[src/hw/rtl/fpa_pkg.sv]
// ----------------------------------------------------------------------------
// fpa_pkg
// Shared types and codes of the fixed pool free list allocator.
// ----------------------------------------------------------------------------
package fpa_pkg;

  localparam int POOL_SIZE_DEF = 32;
  localparam int CMD_W         = 2;
  localparam int NUM_W         = 5;
  localparam int STATUS_W      = 2;

  // command codes (code 3 behaves as find)
  localparam logic [CMD_W-1:0] CMD_ALLOC = 2'd0;
  localparam logic [CMD_W-1:0] CMD_FREE  = 2'd1;
  localparam logic [CMD_W-1:0] CMD_FIND  = 2'd2;

  // status codes
  localparam logic [STATUS_W-1:0] ST_OK        = 2'd0;
  localparam logic [STATUS_W-1:0] ST_EMPTY     = 2'd1;
  localparam logic [STATUS_W-1:0] ST_NOT_ACTIVE = 2'd2;

  typedef struct packed {
    logic [CMD_W-1:0] cmd;
    logic [NUM_W-1:0] entry_number;
  } req_t;

  typedef struct packed {
    logic [STATUS_W-1:0] status;
    logic [NUM_W-1:0]    result_entry;
    logic                found;
  } rsp_t;

  typedef enum logic [2:0] {
    S_INIT,
    S_IDLE,
    S_ALLOC,
    S_FGET,
    S_WALK,
    S_FPUSH,
    S_DONE
  } fsm_t;

endpackage

[src/hw/rtl/fpa_ram.sv]
// ----------------------------------------------------------------------------
// fpa_ram
// Generic single write port, single read port RAM with registered read.
// ----------------------------------------------------------------------------
module fpa_ram #(
  parameter int WIDTH = $clog2(fpa_pkg::POOL_SIZE_DEF + 1),
  parameter int DEPTH = fpa_pkg::POOL_SIZE_DEF
) (
  input  logic                     clk,
  input  logic                     we,
  input  logic [$clog2(DEPTH)-1:0] waddr,
  input  logic [WIDTH-1:0]         wdata,
  input  logic [$clog2(DEPTH)-1:0] raddr,
  output logic [WIDTH-1:0]         rdata
);

  logic [WIDTH-1:0] mem [DEPTH];

  always_ff @(posedge clk) begin
    if (we) begin
      mem[waddr] <= wdata;
    end
    rdata <= mem[raddr];
  end

endmodule

[src/hw/rtl/fixed_pool_free_list_allocator.sv]
// Path, request accept to response valid: find and rejected requests go through S_DONE,
//   allocate through S_ALLOC and S_DONE, free of a live entry through S_FGET, S_WALK while
//   the entry is not at the head (one link per cycle from the link RAM), S_FPUSH and S_DONE.
// Requests: one at a time; the next is taken once the response is parked in the output
//   register.
// Reset: synchronous, active high; an S_INIT pass then chains the link RAM.
// ----------------------------------------------------------------------------
// fixed_pool_free_list_allocator
// Pool of entries kept as a free list and an active list in one link RAM.
// ----------------------------------------------------------------------------
module fixed_pool_free_list_allocator #(
  parameter int POOL_SIZE = fpa_pkg::POOL_SIZE_DEF
) (
  input  logic         clk,
  input  logic         rst,
  input  logic         req_valid,
  output logic         req_ready,
  input  fpa_pkg::req_t req,
  output logic         rsp_valid,
  input  logic         rsp_ready,
  output fpa_pkg::rsp_t rsp
);

  // Links hold an entry index or the null value POOL_SIZE.
  localparam int LW = $clog2(POOL_SIZE + 1);
  localparam int IW = $clog2(POOL_SIZE);
  localparam logic [LW-1:0] LINK_NULL = LW'(POOL_SIZE);
  localparam logic [IW-1:0] LAST_IDX  = IW'(POOL_SIZE - 1);

  fpa_pkg::fsm_t state, state_next;

  logic [LW-1:0]       free_head;
  logic [LW-1:0]       active_head;
  logic [POOL_SIZE-1:0] in_use;
  logic [IW-1:0]       init_cnt;
  logic [IW-1:0]       ent;        // entry being freed
  logic [fpa_pkg::NUM_W-1:0] echo; // request number, echoed in the response
  logic [LW-1:0]       ent_link;   // link out of the entry being freed
  logic [LW-1:0]       cur;        // walk pointer
  logic [IW-1:0]       steps;
  fpa_pkg::rsp_t       res;        // result waiting for the output register

  // link RAM port
  logic          ram_we;
  logic [IW-1:0] ram_waddr;
  logic [LW-1:0] ram_wdata;
  logic [IW-1:0] ram_raddr;
  logic [LW-1:0] ram_rdata;

  fpa_ram #(
    .WIDTH (LW),
    .DEPTH (POOL_SIZE)
  ) u_link_ram (
    .clk   (clk),
    .we    (ram_we),
    .waddr (ram_waddr),
    .wdata (ram_wdata),
    .raddr (ram_raddr),
    .rdata (ram_rdata)
  );

  // Request decode. Numbers at or above POOL_SIZE are never active.
  logic          accept;
  logic          num_in_range;
  logic [IW-1:0] num_idx;
  logic          num_active;
  logic          pool_empty;
  logic          is_alloc;
  logic          is_free;
  logic          head_is_ent;
  logic          link_hit;     // walk found the predecessor
  logic          walk_end;     // walk ran off the list or out of steps
  logic          out_free;     // output register can take a result

  assign accept       = req_valid && req_ready;
  assign num_in_range = 32'(req.entry_number) < 32'(POOL_SIZE);
  assign num_idx      = IW'(req.entry_number);
  assign num_active   = num_in_range && in_use[num_idx];
  assign pool_empty   = free_head == LINK_NULL;
  assign is_alloc     = req.cmd == fpa_pkg::CMD_ALLOC;
  assign is_free      = req.cmd == fpa_pkg::CMD_FREE;
  assign head_is_ent  = active_head == LW'(ent);
  assign link_hit     = ram_rdata == LW'(ent);
  assign walk_end     = (steps == LAST_IDX) || (ram_rdata >= LINK_NULL);
  assign out_free     = !rsp_valid || rsp_ready;

  // ---------------------------------------------------------------- next state
  always_comb begin
    state_next = state;
    unique case (state)
      fpa_pkg::S_INIT: begin
        if (init_cnt == LAST_IDX) state_next = fpa_pkg::S_IDLE;
      end
      fpa_pkg::S_IDLE: begin
        if (req_valid) begin
          if (is_alloc && !pool_empty)  state_next = fpa_pkg::S_ALLOC;
          else if (is_free && num_active) state_next = fpa_pkg::S_FGET;
          else                          state_next = fpa_pkg::S_DONE;
        end
      end
      fpa_pkg::S_ALLOC: state_next = fpa_pkg::S_DONE;
      fpa_pkg::S_FGET: begin
        // entry at the head, or an empty list (cannot happen for a live entry)
        if (head_is_ent || active_head >= LINK_NULL) state_next = fpa_pkg::S_FPUSH;
        else                                         state_next = fpa_pkg::S_WALK;
      end
      fpa_pkg::S_WALK: begin
        if (link_hit || walk_end) state_next = fpa_pkg::S_FPUSH;
      end
      fpa_pkg::S_FPUSH: state_next = fpa_pkg::S_DONE;
      fpa_pkg::S_DONE: begin
        if (out_free) state_next = fpa_pkg::S_IDLE;
      end
      default: state_next = fpa_pkg::S_INIT;
    endcase
  end

  // ------------------------------------------------------------ control outputs
  always_comb begin
    req_ready = 1'b0;
    ram_we    = 1'b0;
    ram_waddr = '0;
    ram_wdata = '0;
    ram_raddr = '0;
    unique case (state)
      fpa_pkg::S_INIT: begin
        // chain entry i to i+1; the last one lands on null
        ram_we    = 1'b1;
        ram_waddr = init_cnt;
        ram_wdata = LW'(init_cnt) + LW'(1);
      end
      fpa_pkg::S_IDLE: begin
        req_ready = 1'b1;
        ram_raddr = is_alloc ? IW'(free_head) : num_idx;
      end
      fpa_pkg::S_ALLOC: begin
        // popped entry now points at the old active head
        ram_we    = 1'b1;
        ram_waddr = IW'(free_head);
        ram_wdata = active_head;
      end
      fpa_pkg::S_FGET: begin
        ram_raddr = IW'(active_head);
      end
      fpa_pkg::S_WALK: begin
        if (link_hit) begin
          // bypass the freed entry
          ram_we    = 1'b1;
          ram_waddr = IW'(cur);
          ram_wdata = ent_link;
        end else begin
          ram_raddr = IW'(ram_rdata);
        end
      end
      fpa_pkg::S_FPUSH: begin
        ram_we    = 1'b1;
        ram_waddr = ent;
        ram_wdata = free_head;
      end
      fpa_pkg::S_DONE: begin
        ram_we = 1'b0;
      end
      default: begin
        ram_we = 1'b0;
      end
    endcase
  end

  // ------------------------------------------------------------ control state
  always_ff @(posedge clk) begin
    if (rst) begin
      state       <= fpa_pkg::S_INIT;
      init_cnt    <= '0;
      free_head   <= '0;
      active_head <= LINK_NULL;
      in_use      <= '0;
      rsp_valid   <= 1'b0;
    end else begin
      state <= state_next;

      if (state == fpa_pkg::S_INIT) begin
        init_cnt <= init_cnt + IW'(1);
      end

      if (state == fpa_pkg::S_ALLOC) begin
        free_head           <= ram_rdata;
        active_head         <= free_head;
        in_use[IW'(free_head)] <= 1'b1;
      end

      if (state == fpa_pkg::S_FGET && head_is_ent) begin
        active_head <= ram_rdata;
      end

      if (state == fpa_pkg::S_FPUSH) begin
        free_head   <= LW'(ent);
        in_use[ent] <= 1'b0;
      end

      if (state == fpa_pkg::S_DONE && out_free) begin
        rsp_valid <= 1'b1;
      end else if (rsp_ready) begin
        rsp_valid <= 1'b0;
      end
    end
  end

  // ------------------------------------------------------------ datapath
  always_ff @(posedge clk) begin
    if (accept) begin
      ent  <= num_idx;
      echo <= req.entry_number;
      if (is_alloc) begin
        res.status       <= pool_empty ? fpa_pkg::ST_EMPTY : fpa_pkg::ST_OK;
        res.result_entry <= '0;
        res.found        <= 1'b0;
      end else if (is_free) begin
        res.status       <= num_active ? fpa_pkg::ST_OK : fpa_pkg::ST_NOT_ACTIVE;
        res.result_entry <= req.entry_number;
        res.found        <= 1'b0;
      end else begin
        res.status       <= fpa_pkg::ST_OK;
        res.result_entry <= req.entry_number;
        res.found        <= num_active;
      end
    end

    if (state == fpa_pkg::S_ALLOC) begin
      res.result_entry <= fpa_pkg::NUM_W'(free_head);
      res.found        <= 1'b1;
    end

    if (state == fpa_pkg::S_FGET) begin
      ent_link <= ram_rdata;
      cur      <= active_head;
      steps    <= '0;
    end

    if (state == fpa_pkg::S_WALK) begin
      cur   <= ram_rdata;
      steps <= steps + IW'(1);
    end

    if (state == fpa_pkg::S_FPUSH) begin
      res.result_entry <= echo;
    end

    if (state == fpa_pkg::S_DONE && out_free) begin
      rsp <= res;
    end
  end

endmodule

[config.mk]
export PLATFORM = sky130hd
export DESIGN_NAME = fixed_pool_free_list_allocator
export DESIGN_NICKNAME = d
export VERILOG_FILES = /design/src/hw/rtl/fpa_pkg.sv /design/src/hw/rtl/fpa_ram.sv /design/src/hw/rtl/fixed_pool_free_list_allocator.sv
export SDC_FILE = /design/constraint.sdc
export NUM_CORES = 1
export LEC_CHECK = 0
export ABC_AREA = 1
export CELL_PAD_IN_SITES_DETAIL_PLACEMENT = 1
export CELL_PAD_IN_SITES_GLOBAL_PLACEMENT = 2
export CORE_MARGIN = 1.5
export CORE_UTILIZATION = 45
export DETAILED_ROUTE_END_ITERATION = 7
export DONT_BUFFER_PORTS = 1
export PLACE_DENSITY = 0.85
export SYNTH_ARGS = -nofsm -noshare
export SYNTH_HDL_FRONTEND = slang
export SYNTH_HIERARCHICAL = 1
export SYNTH_SLANG_ARGS = --single-unit
export TNS_END_PERCENT = 10
[constraint.sdc]
create_clock -name clk -period 7.4 [get_ports clk]
set_input_delay 0.74 -clock clk [delete_from_list [all_inputs] [get_ports clk]]
set_output_delay 0.74 -clock clk [all_outputs]
set_load 0.1 [all_outputs]
==> results.json <==
{
  "netlist_instances": 1276,
  "power_density_nw_per_um2": 328,
  "setup_viol": 0,
  "path_class": "reg2reg",
  "grt_util_all_layers_pct": 25.7,
  "syn-cell-area_um2": 12600,
  "cp_common_cell": "nand2_1",
  "yosys-top-cells-area": "edfxtp_1 (54%), nand2_1 (11%), dfxtp_1 (9.6%)",
  "crit_arrival_ns": 4.35,
  "cap_viol_max_count": 0,
  "cts.htree.levels": 1,
  "placedCellCount": 1608,
  "drtIter0Drc": 711,
  "power_leakage_nw": 5.06,
  "final.setup.tns_ns": 0,
  "final_cells": 1665,
  "rsz0062_at_grt": "false",
  "cp-start-kind": "flip-flop",
  "cts.reportedPaths.clkPinSlew_ns": 0.06,
  "place_congestion": 0.865,
  "wl_met3_um": 1550,
  "dieArea_um2": 29000,
  "yosys_warnings": 6,
  "max_stage_delay_ns": 0.63,
  "nets": 1278,
  "hold_class": "in2reg",
  "yosysSeqAreaShare_pct": 64.0,
  "cts.repair.resized": 0,
  "power.total_mw": 4.57,
  "hpwl_um": 23300,
  "numCtsBuffers": 31,
  "avgSynthCellArea_um2": 9.86,
  "vias": 9310,
  "clk_latency_ns": 0.56,
  "pre_cts_ws_ns": 3.57,
  "num_antenna_cells": 0,
  "vias_per_cell": 5.59,
  "cts.sinks": 288,
  "grt-ovfl-total": 0,
  "drv_slew": 0,
  "period_share_pct": 52.0,
  "fmax_mhz": 260,
  "drt-met1-wl_um": 16200,
  "cts_setup_buffers": 0,
  "cts_tree": "yes",
  "worstMarginPinSlew_ns": 1.16,
  "cp_cell_sequence": "inv_1, nor2_1, inv_2, nor2_2, nand2_1, o21ai_4, buf_4, inv_2, nand3_1, nand3_1, nand2_1, nand2_1, nand2_1, nand2_1, nand2_1",
  "initial_core_util_pct": 45.5,
  "cts_root_buffer": "clkbuf_16",
  "holdBufCountCts": 0,
  "setup_slack_ns": 3.55,
  "finalHoldViolCount": 0,
  "path_max_fanout": 49,
  "remaining_drc_errors": 0,
  "synth_top_area_share_pct": 54.4,
  "endpoint_kind": "flip-flop",
  "status": "finished, final reports clean",
  "final_layout_size_suffix_gt1_share_pct": 6.99,
  "firstDrtPassIters": 5,
  "ys_types": 41,
  "grt_pass1_vias": 9599,
  "grt_pass1_wl_um": 56100,
  "critPathRequiredTime_ns": 7.90,
  "std_cell_rows": 61,
  "cp_num_buf_inv": 4,
  "area_growth_pct": 10.8,
  "io_buffers": 0,
  "slew_headroom_pct": 22.6,
  "top_layer_used": "met4",
  "dieWidth_um": 170,
  "ys_seq_elements": 288,
  "antenna_found_initial": 0,
  "clock_skew_ns": 0.0204,
  "cts_max_path_buffers": 3,
  "yosysTopAreaCell": "edfxtp_1",
  "routedWlPerCell_um": 22.1,
  "critPathTopFamily": "simple AND/OR/NAND/NOR gates",
  "dieHeight_um": 170,
  "worst_path_max_delay_cell": "nor2_2",
  "grt_start_max_net_pins": 97,
  "core-area_um2": 27600,
  "period_needed_ns": 3.85,
  "wl_um": 36800,
  "ant_nets": 0,
  "synth_nets": 1291,
  "ios": 21,
  "wl_met2_um": 18300,
  "vdd_drop_max_v": 0.000184
}
cell usage after synthesis, drive strengths merged:
cell and number:
a2111oi 2, a21oi 47, a221oi 3, a22oi 4, a311oi 2, a31oi 5
a32oi 2, and2 1, buf 42, clkbuf 18, dfxtp 60, edfxtp 228
ha 4, inv 69, nand2 371, nand3 208, nand4 3, nor2 105
nor3 14, nor3b 2, o2111ai 2, o211ai 6, o21ai 66, o221ai 2
o22ai 7, xnor2 1, xor2 2
worst paths after layout:
kind	start	end	slack, ns	depth (start not counted)
worst max register to register	state[2]	u_link_ram/rdata[0]	3.55	15
worst min register to register	res[3]	rsp[3]	0.42	0
worst min-delay path	rst	init_cnt[3]	0.24	1
worst max-delay path	state[2]	u_link_ram/rdata[0]	3.55	15
cell type report:
| type | instances | area (um2) |
|---|---|---|
| Clock inverter | 14 | 218 |
| Sequential cell | 288 | 8050 |
| Multi-Input combinational cell | 859 | 3960 |
| Fill cell | 3099 | 13700 |
| Tap cell | 378 | 473 |
| Timing Repair Buffer | 14 | 105 |
| Clock buffer | 43 | 871 |
| Inverter | 69 | 264 |
placed cells by master, fill, tap and decap left out, types with 5 or more instances in the layout:
cell and instances:
nand3_1 208, nand2_1 370, o21ai_0 61, clkinv_2 6, inv_1 60, edfxtp_1 228, dfxtp_1 60, bufinv_16 6
o22ai_1 7, nor3_1 10, inv_2 7, buf_4 14, a31oi_1 5, a21oi_1 47, clkbuf_16 31, o211ai_1 6
clkbuf_1 7, nor2_1 97, clkbuf_8 5
flip-flops by register name, summed over array words and instances, names as in the netlist:
signal and count:
rsp 8, state 3, steps 5, u_link_ram/mem 192, echo 5, init_cnt 5
cur 5, ent_link 6, rsp_valid 1, res 8, in_use 32, u_link_ram/rdata 6
free_head 6, active_head 6
report_power, final:
group / internal, mW / switching [mW] / total, mW
Combinational: 0.183 / 0.658 / 0.842
Clock: 1.02 / 0.623 / 1.65
Sequential: 1.99 / 0.0899 / 2.08
Total: 3.20 / 1.37 / 4.57
cell families (layout without fill, tap and decap cells):
kind of cell / count (synthesis) / count (layout) / synth area share, %
AOI/OAI and AO/OA: 148 / 148 / 6.70
xor gates and xnor gates: 3 / 3 / 0.209
adders and majority gates: 4 / 4 / 0.398
buffers and inverters: 129 / 140 / 4.80
DFF: 288 / 288 / 64.0
and+or+nand+nor: 704 / 704 / 23.9
per-stage QoR:
stage | instance area (um2) | hold WS (ns) | utilization (%)
after CTS | 13900 | 0.227 | 50.5
after detailed placement | 12900 | 0.406 | 46.5
after global placement | 12900 | 0.405 | 46.5
final | 13900 | 0.243 | 50.5
after floorplan | 12600 | 0.400 | -
after global routing | 13900 | 0.237 | 50.5
metal layers:
metal | GRT usage (%) | vias to the layer above
met5 | 0 | -
met4 | 6.04 | 0
met3 | 3.19 | 60
met2 | 44.8 | 189
met1 | 34.1 | 4674
li1 | - | 4387
Power figures use the tool's default switching activity.
